### src/design/rau_pkg.sv
// Shared types, codes and constants of the rational arithmetic unit.
package rau_pkg;

    localparam int OPERAND_BITS_DEF = 16;
    localparam int RESULT_BITS = 33;
    localparam int ACTION_BITS = 3;
    localparam int CODE_BITS = 2;

    localparam logic [ACTION_BITS-1:0] ACT_ADD = 3'd0;
    localparam logic [ACTION_BITS-1:0] ACT_SUB = 3'd1;
    localparam logic [ACTION_BITS-1:0] ACT_MUL = 3'd2;
    localparam logic [ACTION_BITS-1:0] ACT_DIV = 3'd3;
    localparam logic [ACTION_BITS-1:0] ACT_CMP = 3'd4;

    localparam logic [CODE_BITS-1:0] CMP_EQUAL = 2'd0;
    localparam logic [CODE_BITS-1:0] CMP_LESS = 2'd1;
    localparam logic [CODE_BITS-1:0] CMP_GREATER = 2'd2;

    typedef enum logic [3:0] {
        ST_IDLE,
        ST_MUL0,
        ST_MUL1,
        ST_MUL2,
        ST_FORM,
        ST_GCD_CHK,
        ST_GCD_WAIT,
        ST_NUM_START,
        ST_NUM_WAIT,
        ST_DEN_START,
        ST_DEN_WAIT,
        ST_DONE
    } rau_state_t;

    typedef enum logic [1:0] {
        DSEL_GCD,
        DSEL_NUM,
        DSEL_DEN
    } rau_dsel_t;

    typedef struct packed {
        logic       load;
        logic [1:0] mul_step;
        logic       mul_en;
        logic       form;
        logic       div_start;
        rau_dsel_t  div_sel;
        logic       gcd_update;
        logic       num_update;
        logic       den_update;
        logic       out_load;
    } rau_cmd_t;

    typedef struct packed {
        logic skip;
        logic x_zero;
        logic div_done;
        logic div_busy;
        logic out_free;
    } rau_status_t;

endpackage

### src/design/rational_arithmetic_unit_top.sv
// Top level of the rational arithmetic unit with gcd reduction.
//
// Channel  Dir  Signals                  Payload, lowest bit first
// s_*      in   s_tvalid s_tready s_tdata action, a, b, c, d
// m_*      out  m_tvalid m_tready m_tdata numerator, denominator, compare code
//
// One item at a time: products in states ST_MUL0, ST_MUL1 and ST_MUL2 on one shared multiplier,
// a combine step, then Euclid steps on the serial divider and two more such divisions;
// compare and trivial cases skip the divisions and finish after the combine step.
// Reset clears the controller and the result valid flag; no clearing pass is needed.
// A waiting result sits in the output register while the next item can be accepted.
module rational_arithmetic_unit_top
    import rau_pkg::*;
#(
    parameter int OPERAND_BITS = OPERAND_BITS_DEF
)
(
    input  logic clk,
    input  logic rst_n,
    input  logic s_tvalid,
    output logic s_tready,
    // action, first_numerator, first_denominator, second_numerator, second_denominator
    input  logic [((ACTION_BITS + 4 * OPERAND_BITS + 7) / 8) * 8 - 1:0] s_tdata,
    output logic m_tvalid,
    input  logic m_tready,
    // result_numerator, result_denominator, compare_code
    output logic [((2 * RESULT_BITS + CODE_BITS + 7) / 8) * 8 - 1:0] m_tdata
);

    localparam int OB = OPERAND_BITS;
    localparam int OUT_W = ((2 * RESULT_BITS + CODE_BITS + 7) / 8) * 8;
    localparam int OUT_PAD = OUT_W - 2 * RESULT_BITS - CODE_BITS;

    rau_cmd_t               cmd;
    rau_status_t            status;
    logic [RESULT_BITS-1:0] out_num, out_den;
    logic [CODE_BITS-1:0]   out_code;

    rau_ctrl u_ctrl (
        .clk     (clk),
        .rst_n   (rst_n),
        .in_valid(s_tvalid),
        .in_ready(s_tready),
        .status  (status),
        .cmd     (cmd)
    );

    rau_datapath #(
        .OPERAND_BITS(OPERAND_BITS)
    ) u_dp (
        .clk      (clk),
        .rst_n    (rst_n),
        .cmd      (cmd),
        .status   (status),
        .in_action(s_tdata[ACTION_BITS-1:0]),
        .in_a     (s_tdata[ACTION_BITS + OB - 1:ACTION_BITS]),
        .in_b     (s_tdata[ACTION_BITS + 2 * OB - 1:ACTION_BITS + OB]),
        .in_c     (s_tdata[ACTION_BITS + 3 * OB - 1:ACTION_BITS + 2 * OB]),
        .in_d     (s_tdata[ACTION_BITS + 4 * OB - 1:ACTION_BITS + 3 * OB]),
        .out_ready(m_tready),
        .out_valid(m_tvalid),
        .out_num  (out_num),
        .out_den  (out_den),
        .out_code (out_code)
    );

    assign m_tdata = {{OUT_PAD{1'b0}}, out_code, out_den, out_num};

endmodule

### src/design/rau_div.sv
// Serial restoring divider of unsigned magnitudes, one quotient bit per cycle.
module rau_div
    import rau_pkg::*;
#(
    parameter int WIDTH = 2 * OPERAND_BITS_DEF + 1
)
(
    input  logic             clk,
    input  logic             rst_n,
    input  logic             start,
    input  logic [WIDTH-1:0] dividend,
    input  logic [WIDTH-1:0] divisor,
    output logic             busy,
    output logic             done,
    output logic [WIDTH-1:0] quotient,
    output logic [WIDTH-1:0] remainder
);

    localparam int CNT_BITS = $clog2(WIDTH + 1);

    logic [WIDTH-1:0]    quo_reg, quo_next;
    logic [WIDTH-1:0]    rem_reg, rem_next;
    logic [WIDTH-1:0]    dsr_reg, dsr_next;
    logic [CNT_BITS-1:0] cnt_reg, cnt_next;
    logic                done_reg, done_next;
    logic [WIDTH:0]      shifted;
    logic [WIDTH:0]      trial;

    always_comb
    begin
        shifted = {rem_reg, quo_reg[WIDTH-1]};
        trial = shifted - {1'b0, dsr_reg};
        quo_next = quo_reg;
        rem_next = rem_reg;
        dsr_next = dsr_reg;
        cnt_next = cnt_reg;
        done_next = 1'b0;
        if (start)
        begin
            quo_next = dividend;
            rem_next = '0;
            dsr_next = divisor;
            cnt_next = CNT_BITS'(WIDTH);
        end
        else if (cnt_reg != '0)
        begin
            cnt_next = cnt_reg - 1'b1;
            if (!trial[WIDTH])
            begin
                rem_next = trial[WIDTH-1:0];
                quo_next = {quo_reg[WIDTH-2:0], 1'b1};
            end
            else
            begin
                rem_next = shifted[WIDTH-1:0];
                quo_next = {quo_reg[WIDTH-2:0], 1'b0};
            end
            done_next = (cnt_reg == CNT_BITS'(1));
        end
    end

    always_ff @(posedge clk or negedge rst_n)
    begin
        if (!rst_n)
        begin
            cnt_reg <= '0;
            done_reg <= 1'b0;
        end
        else
        begin
            cnt_reg <= cnt_next;
            done_reg <= done_next;
        end
    end

    always_ff @(posedge clk)
    begin
        quo_reg <= quo_next;
        rem_reg <= rem_next;
        dsr_reg <= dsr_next;
    end

    assign busy = (cnt_reg != '0);
    assign done = done_reg;
    assign quotient = quo_reg;
    assign remainder = rem_reg;

endmodule

### src/design/rau_datapath.sv
// Operand registers, shared multiplier, gcd registers and result register.
module rau_datapath
    import rau_pkg::*;
#(
    parameter int OPERAND_BITS = OPERAND_BITS_DEF
)
(
    input  logic                          clk,
    input  logic                          rst_n,
    input  rau_cmd_t                      cmd,
    output rau_status_t                   status,
    input  logic [ACTION_BITS-1:0]        in_action,
    input  logic signed [OPERAND_BITS-1:0] in_a,
    input  logic signed [OPERAND_BITS-1:0] in_b,
    input  logic signed [OPERAND_BITS-1:0] in_c,
    input  logic signed [OPERAND_BITS-1:0] in_d,
    input  logic                          out_ready,
    output logic                          out_valid,
    output logic [RESULT_BITS-1:0]        out_num,
    output logic [RESULT_BITS-1:0]        out_den,
    output logic [CODE_BITS-1:0]          out_code
);

    localparam int W = 2 * OPERAND_BITS + 1;
    localparam int PB = 2 * OPERAND_BITS;

    logic [ACTION_BITS-1:0]         act_reg;
    logic signed [OPERAND_BITS-1:0] a_reg, b_reg, c_reg, d_reg;
    logic signed [W-1:0]            p0_reg, p1_reg, p2_reg;
    logic signed [W-1:0]            n_reg, den_reg, x_reg, y_reg;
    logic [CODE_BITS-1:0]           code_reg;
    logic                           ovalid_reg;
    logic [RESULT_BITS-1:0]         onum_reg, oden_reg;
    logic [CODE_BITS-1:0]           ocode_reg;

    logic signed [OPERAND_BITS-1:0] mx, my;
    logic signed [PB-1:0]           prod;
    logic signed [W-1:0]            form_n, form_den;
    logic [CODE_BITS-1:0]           form_code;
    logic                           form_skip;
    logic [W-1:0]                   dvd, dvs, quo, rem;
    logic                           div_busy, div_done;
    logic signed [W-1:0]            quo_s, rem_s;
    logic                           quo_neg;
    logic [63:0]                    n_wide, den_wide;

    function automatic logic [W-1:0] mag(input logic signed [W-1:0] v);
        mag = v[W-1] ? W'(-v) : W'(v);
    endfunction

    // Shared multiplier: step 0, 1 and 2 form the three products p0, p1 and p2.
    always_comb
    begin
        case (cmd.mul_step)
            2'd0:
            begin
                mx = a_reg;
                my = (act_reg == ACT_MUL) ? c_reg : d_reg;
            end
            2'd1:
            begin
                mx = (act_reg == ACT_DIV) ? b_reg : c_reg;
                my = (act_reg == ACT_DIV) ? c_reg : b_reg;
            end
            default:
            begin
                mx = b_reg;
                my = d_reg;
            end
        endcase
        prod = mx * my;
    end

    always_comb
    begin
        form_n = '0;
        form_den = '0;
        form_code = CMP_EQUAL;
        form_skip = 1'b1;
        case (act_reg)
            ACT_ADD:
            begin
                form_n = p0_reg + p1_reg;
                form_den = p2_reg;
                form_skip = (form_n == '0) && (form_den == '0);
            end
            ACT_SUB:
            begin
                form_n = p0_reg - p1_reg;
                // A zero difference comes out as zero over zero.
                form_den = (form_n == '0) ? '0 : p2_reg;
                form_skip = (form_n == '0);
            end
            ACT_MUL:
            begin
                form_n = p0_reg;
                form_den = p2_reg;
                form_skip = (form_n == '0) && (form_den == '0);
            end
            ACT_DIV:
            begin
                form_n = p0_reg;
                form_den = p1_reg;
                form_skip = (form_n == '0) && (form_den == '0);
            end
            ACT_CMP:
            begin
                if (p0_reg == p1_reg)
                    form_code = CMP_EQUAL;
                else if (p0_reg < p1_reg)
                    form_code = CMP_LESS;
                else
                    form_code = CMP_GREATER;
            end
            default:
            begin
                form_skip = 1'b1;
            end
        endcase
    end

    always_comb
    begin
        case (cmd.div_sel)
            DSEL_NUM:
            begin
                dvd = mag(n_reg);
                dvs = mag(y_reg);
            end
            DSEL_DEN:
            begin
                dvd = mag(den_reg);
                dvs = mag(y_reg);
            end
            default:
            begin
                dvd = mag(y_reg);
                dvs = mag(x_reg);
            end
        endcase
    end

    rau_div #(
        .WIDTH(W)
    ) u_div (
        .clk      (clk),
        .rst_n    (rst_n),
        .start    (cmd.div_start),
        .dividend (dvd),
        .divisor  (dvs),
        .busy     (div_busy),
        .done     (div_done),
        .quotient (quo),
        .remainder(rem)
    );

    // Truncating division: the remainder takes the dividend's sign.
    assign rem_s = y_reg[W-1] ? -$signed(rem) : $signed(rem);
    assign quo_neg = (cmd.num_update ? n_reg[W-1] : den_reg[W-1]) ^ y_reg[W-1];
    assign quo_s = quo_neg ? -$signed(quo) : $signed(quo);

    always_ff @(posedge clk)
    begin
        if (cmd.load)
        begin
            act_reg <= in_action;
            a_reg <= in_a;
            b_reg <= in_b;
            c_reg <= in_c;
            d_reg <= in_d;
        end
        if (cmd.mul_en)
        begin
            case (cmd.mul_step)
                2'd0: p0_reg <= W'(prod);
                2'd1: p1_reg <= W'(prod);
                default: p2_reg <= W'(prod);
            endcase
        end
        if (cmd.form)
        begin
            n_reg <= form_n;
            den_reg <= form_den;
            code_reg <= form_code;
            x_reg <= form_n;
            y_reg <= form_den;
        end
        if (cmd.gcd_update)
        begin
            y_reg <= x_reg;
            x_reg <= rem_s;
        end
        if (cmd.num_update)
            n_reg <= quo_s;
        if (cmd.den_update)
            den_reg <= quo_s;
    end

    assign n_wide = {{(64 - W){n_reg[W-1]}}, n_reg};
    assign den_wide = {{(64 - W){den_reg[W-1]}}, den_reg};

    always_ff @(posedge clk or negedge rst_n)
    begin
        if (!rst_n)
            ovalid_reg <= 1'b0;
        else if (cmd.out_load)
            ovalid_reg <= 1'b1;
        else if (out_ready)
            ovalid_reg <= 1'b0;
    end

    always_ff @(posedge clk)
    begin
        if (cmd.out_load)
        begin
            onum_reg <= n_wide[RESULT_BITS-1:0];
            oden_reg <= den_wide[RESULT_BITS-1:0];
            ocode_reg <= code_reg;
        end
    end

    assign status.skip = form_skip;
    assign status.x_zero = (x_reg == '0);
    assign status.div_done = div_done;
    assign status.div_busy = div_busy;
    assign status.out_free = !ovalid_reg || out_ready;

    assign out_valid = ovalid_reg;
    assign out_num = onum_reg;
    assign out_den = oden_reg;
    assign out_code = ocode_reg;

endmodule

### src/design/rau_ctrl.sv
// Controller that sequences products, gcd steps and the two final divisions.
module rau_ctrl
    import rau_pkg::*;
(
    input  logic        clk,
    input  logic        rst_n,
    input  logic        in_valid,
    output logic        in_ready,
    input  rau_status_t status,
    output rau_cmd_t    cmd
);

    rau_state_t state_reg, state_next;

    always_comb
    begin
        state_next = state_reg;
        case (state_reg)
            ST_IDLE:      if (in_valid) state_next = ST_MUL0;
            ST_MUL0:      state_next = ST_MUL1;
            ST_MUL1:      state_next = ST_MUL2;
            ST_MUL2:      state_next = ST_FORM;
            ST_FORM:      state_next = status.skip ? ST_DONE : ST_GCD_CHK;
            ST_GCD_CHK:   state_next = status.x_zero ? ST_NUM_START : ST_GCD_WAIT;
            ST_GCD_WAIT:  if (status.div_done) state_next = ST_GCD_CHK;
            ST_NUM_START: state_next = ST_NUM_WAIT;
            ST_NUM_WAIT:  if (status.div_done) state_next = ST_DEN_START;
            ST_DEN_START: state_next = ST_DEN_WAIT;
            ST_DEN_WAIT:  if (status.div_done) state_next = ST_DONE;
            ST_DONE:      if (status.out_free) state_next = ST_IDLE;
            default:      state_next = ST_IDLE;
        endcase
    end

    always_comb
    begin
        cmd = '0;
        cmd.div_sel = DSEL_GCD;
        in_ready = 1'b0;
        case (state_reg)
            ST_IDLE:
            begin
                in_ready = 1'b1;
                cmd.load = in_valid;
            end
            ST_MUL0:
            begin
                cmd.mul_en = 1'b1;
                cmd.mul_step = 2'd0;
            end
            ST_MUL1:
            begin
                cmd.mul_en = 1'b1;
                cmd.mul_step = 2'd1;
            end
            ST_MUL2:
            begin
                cmd.mul_en = 1'b1;
                cmd.mul_step = 2'd2;
            end
            ST_FORM:      cmd.form = 1'b1;
            ST_GCD_CHK:   cmd.div_start = !status.x_zero;
            ST_GCD_WAIT:  cmd.gcd_update = status.div_done;
            ST_NUM_START:
            begin
                cmd.div_sel = DSEL_NUM;
                cmd.div_start = 1'b1;
            end
            ST_NUM_WAIT:  cmd.num_update = status.div_done;
            ST_DEN_START:
            begin
                cmd.div_sel = DSEL_DEN;
                cmd.div_start = 1'b1;
            end
            ST_DEN_WAIT:  cmd.den_update = status.div_done;
            ST_DONE:      cmd.out_load = status.out_free;
            default:      cmd = '0;
        endcase
    end

    always_ff @(posedge clk or negedge rst_n)
    begin
        if (!rst_n)
            state_reg <= ST_IDLE;
        else
            state_reg <= state_next;
    end

`ifndef SYNTHESIS
    assert property (@(posedge clk) disable iff (!rst_n)
        cmd.div_start |-> !status.div_busy)
        else $error("divider started while busy");
    assert property (@(posedge clk) disable iff (!rst_n)
        (in_valid && in_ready) |=> (state_reg == ST_MUL0))
        else $error("accepted item did not start the products");
    assert property (@(posedge clk) disable iff (!rst_n)
        cmd.out_load |-> status.out_free)
        else $error("result register overwritten");
    assert property (@(posedge clk) disable iff (!rst_n)
        (state_reg == ST_GCD_WAIT) |-> status.div_busy || status.div_done)
        else $error("gcd step waiting on an idle divider");
`endif

endmodule
### config.mk
export PLATFORM = sky130hd
export DESIGN_NAME = rational_arithmetic_unit_top
export DESIGN_NICKNAME = d
export VERILOG_FILES = /design/src/design/rau_pkg.sv /design/src/design/rational_arithmetic_unit_top.sv /design/src/design/rau_div.sv /design/src/design/rau_datapath.sv /design/src/design/rau_ctrl.sv
export SDC_FILE = /design/constraint.sdc
export NUM_CORES = 2
export LEC_CHECK = 0
export BUFFER_PORTS_ARGS = -buffer_cell sky130_fd_sc_hd__buf_2
export CORE_MARGIN = 5
export CORE_UTILIZATION = 50
export DETAILED_ROUTE_END_ITERATION = 10
export GPL_TIMING_DRIVEN = 0
export PLACE_DENSITY = 0.67
export SLEW_MARGIN = 20
export SYNTH_ARGS = -nofsm -noshare
export SYNTH_HDL_FRONTEND = slang
export SYNTH_SLANG_ARGS = --single-unit
### constraint.sdc
create_clock -name clk -period 18.1 [get_ports clk]
set_input_delay 0.905 -clock clk [delete_from_list [all_inputs] [get_ports clk]]
set_output_delay 0.905 -clock clk [all_outputs]
set_load 0.03 [all_outputs]
==> parameters.txt <==
Parameter                              Value

GRT
  Number of global-route vias before repair ... roughly 34k
  Number of antenna violations at the first check in global routing ... 7
  Total gr overflow ... 0
  Wire length of the first global-routing pass ... 214000 µm
  Total global-route track usage ... 0.330
  Largest net degree at the start of global routing ... 58

Drt
  Vias post-DR ... 35.0k
  Routed wire length per instance ... ~26 µm
  First DRT Iteration DRCs ... approximately 4.2k
  Via density per instance ... between 6 and 7
  Drt total wl ... about 150000 µm
  Antenna violation net count after detailed routing ... 0
  Post-detailed-route DRC marker count ... 0
  Initial DRT Pass Iterations ... 6

Cells and area
  Core utilization of the finished layout ... 0.557
  Count of filler cells inserted in the layout ... 7313
  Fraction of layout instances using a drive strength above 1 ... 0.0734
  Post-Layout Cell Count ... ~5.6k
  Final Net Count ... roughly 5k
  Synthesis-to-layout area growth ... 10.2%

Critical path
  Highest fanout seen on the critical path ... 10
  Buffering stage count on the worst path with inverters included ... 9
  Data arrival, critical path ... approximately 12 ns
  Endpoint class of the critical path ... flop
  Crit-path most repeated cell ... sky130_fd_sc_hd__fa_1
  Source of the worst register-to-register timing path ... u_dp.act_reg[0]$_DFFE_PP_
  Top Family by Delay on Critical Path ... adder cells
  Flop2flop setup slack ... around 6.5 ns
  Reg-to-reg critical path endpoint ... u_dp.p2_reg[30]$_DFFE_PP_
  Worst endpoint required time ... approximately 18 ns
  FF-to-FF path depth ... 31
  Delay of the slowest critical-path stage ... between 0.8 and 0.9 ns
  Critical-path top delay cell ... sky130_fd_sc_hd__a222oi_1
  Category of the critical setup timing path ... reg2reg
  Nature of the critical path startpoint ... flop

Die
  # rows ... ~100
  Height of the die ... just under 300 µm
  Overall die area ... between 0.08 and 0.09 mm²
  Die width ... a little under 300 µm
  Starting density of the core ... 0.506
  Placeable core region ... ~0.08 mm²
  Number of ports placed on the die boundary ... 150

Logic synthesis
  Top_reg_cell synth ... sky130_fd_sc_hd__edfxtp_1
  Count of yosys warnings during synthesis ... 0
  Sequential area share after synthesis ... 0.347
  Flop and latch count out of synthesis ... roughly 480
  Average footprint of a synthesized cell ... around 9.4 µm²
  Syn Std Cell Area ... about 0.04 mm²
  Post-synthesis cell count ... about 4.3k
  Number of enable flip-flop cells after synthesis ... 431
  Post-synth ARST share ... 0.0252
  Library cells used by synthesis ... 94

Clocking
  Bufs on Longest Clock Path ... 3
  Clk slew on worst S/H paths ... around 0.060 ns
  Clock sink count ... ~480
  Worst skew pair latency ... about 0.64 ns
  Count of cells resized by post-cts repair ... 0
  Clock Tree Root ... sky130_fd_sc_hd__clkbuf_16
  Max H-tree Level ... 2
  Hold-fix buffer count after cts ... 0
  TritonCTS clock tree ... yes
  Number of post-CTS setup repair buffers ... 0
  Number of CTS-inserted buffers ... 52

Timing
  Min Clock Period, post-route ... 11.56 ns
  Fin worst setup slack ... around 6.5 ns
  Final Cycle Share ... 0.639
  Setup repair after global routing missed its margin ... false
  Remaining max-slew budget at the tightest pin ... 0.209
  Clock Skews ... around 0.042 ns
  # setup viols final ... 0
  Tightest Pin Transition ... 1.18 ns
  Total negative setup slack ... 0 ns
  Final Hold Vio Count ... 0
  Max Transition Viols Final ... 0
  Maximum frequency from static timing analysis ... approximately 87 MHz

Power and ir drop
  Worst vdd ir ... around 75 µV
  Leak ... 0.0182 µW
  Pwr/cell area ... ~51 mW/mm²

Place
  DP Cell Count ... 5505
  Placer Congestion ... 1.10
  Post-placement setup slack ... 6.68 ns
  Count of buffers inserted at the top-level ports ... 140
  DP HPWL ... ~120000 µm

Flow run
  Total of max-cap violations ... 0

Status
  Outcome ... complete, no violations

Min path
  Worst hold-check path type ... in2async
metrics by stage:
step	area [µm²]	total power, µW	hold slack (ns)
after global routing	44200	2320	0.195
after detailed placement	42400	1220	0.418
final	44200	2270	0.198
after global placement	42100	1220	0.410
after CTS	44200	2280	0.175
after floorplan	40100	1210	0.400
power by group:
part / internal, µW / switching (µW)
logic: 5.74 / 3.69
clock network: 605 / 469
registers: 1180 / 0
total: 1790 / 472
cell families (layout without fill, tap and decap cells):
logic type / count (synthesis) / after routing / synth area share
simple gates: 1364 / 1364 / 0.158
compound gates: 1000 / 1000 / 0.167
buf+inv: 661 / 925 / 0.0629
flops: 476 / 476 / 0.347
fa+ha+maj: 456 / 456 / 0.192
xor+xnor: 293 / 293 / 0.0640
mux: 34 / 34 / 0.00865
other cells: 1 / 8 / 0.0000935
Yosys cell counts, types with 33 or more instances:
master                     count  share of area
sky130_fd_sc_hd__o31ai_1      82          0.015
sky130_fd_sc_hd__clkbuf_1    184          0.017
sky130_fd_sc_hd__nand2_1     515          0.048
sky130_fd_sc_hd__xnor2_1     210          0.046
sky130_fd_sc_hd__inv_1       438          0.041
sky130_fd_sc_hd__a31oi_1      44         0.0069
sky130_fd_sc_hd__and3_1       36         0.0056
sky130_fd_sc_hd__a21o_1       59          0.011
sky130_fd_sc_hd__a221oi_1     34         0.0074
sky130_fd_sc_hd__dfxtp_1      33          0.016
sky130_fd_sc_hd__nor2_1      357          0.033
sky130_fd_sc_hd__and2_1       36         0.0056
sky130_fd_sc_hd__nand3_1      50         0.0062
sky130_fd_sc_hd__nor4_1       54         0.0084
sky130_fd_sc_hd__ha_1        191          0.060
sky130_fd_sc_hd__or3_1        43         0.0067
sky130_fd_sc_hd__nand2b_1     54         0.0084
sky130_fd_sc_hd__a21oi_1     194          0.024
sky130_fd_sc_hd__o21ai_0     261          0.033
sky130_fd_sc_hd__a221o_1      54          0.013
sky130_fd_sc_hd__edfxtp_1    431           0.32
sky130_fd_sc_hd__fa_1        265           0.13
sky130_fd_sc_hd__xor2_1       83          0.018
sky130_fd_sc_hd__nor3_1       69         0.0086
sky130_fd_sc_hd__o41ai_1      35         0.0076
per-layer routing:
metal	GRT usage	vias to the layer above	routed length, µm
met1	0.417	16900	55100
met5	0	-	26
met3	0.0609	477	13700
met4	0.188	4	10400
met2	0.536	2037	66600
li1	-	15500	-
worst reg2reg max path, delay by kind of cell (launching register included):
family / cells / cell delay (ns)
buf+inv: 9 / 2.72
compound gates: 5 / 1.81
simple gates: 9 / 2.57
fa+ha+maj: 7 / 3.32
flops: 1 / 0.32
xor+xnor: 1 / 0.50
final cells by class:
class | instances | area [µm²] | share of cell area
Clock inverter | 25 | 279 | 0.00632
Timing Repair Buffer | 167 | 981 | 0.0222
Multi-Input combinational cell | 3151 | 23700 | 0.537
Antenna cell | 4 | 10.0 | 0.000227
Sequential cell | 476 | 13900 | 0.315
Clock buffer | 72 | 1440 | 0.0325
Buffer | 220 | 866 | 0.0196
Inverter | 441 | 1660 | 0.0375
Tap cell | 1050 | 1310 | 0.0297
cell usage in the layout, fill, tap and decap left out, types with 83 or more instances in the layout:
| cell type | n |
|---|---|
| sky130_fd_sc_hd__nand2_1 | 512 |
| sky130_fd_sc_hd__a21oi_1 | 194 |
| sky130_fd_sc_hd__ha_1 | 191 |
| sky130_fd_sc_hd__o21ai_0 | 259 |
| sky130_fd_sc_hd__nor2_1 | 357 |
| sky130_fd_sc_hd__xor2_1 | 83 |
| sky130_fd_sc_hd__clkbuf_1 | 197 |
| sky130_fd_sc_hd__edfxtp_1 | 431 |
| sky130_fd_sc_hd__inv_1 | 436 |
| sky130_fd_sc_hd__xnor2_1 | 210 |
| sky130_fd_sc_hd__buf_2 | 162 |
| sky130_fd_sc_hd__fa_1 | 265 |
worst max path at each step:
stage,start,depth (start not counted),endpoint
5_1_grt,u_dp.act_reg[0]$_DFFE_PP_,31,u_dp.p2_reg[30]$_DFFE_PP_
6_report,u_dp.act_reg[0]$_DFFE_PP_,31,u_dp.p2_reg[30]$_DFFE_PP_
3_3_place_gp,u_ctrl.state_reg[0]$_DFFE_PN0P_,29,u_dp.p0_reg[30]$_DFFE_PP_
3_5_place_dp,u_dp.act_reg[0]$_DFFE_PP_,31,u_dp.p2_reg[30]$_DFFE_PP_
4_1_cts,u_dp.act_reg[0]$_DFFE_PP_,31,u_dp.p2_reg[30]$_DFFE_PP_
2_1_floorplan,u_ctrl.state_reg[0]$_DFFE_PN0P_,29,u_dp.p0_reg[30]$_DFFE_PP_
Note: power is estimated with default switching activity, not from simulation.
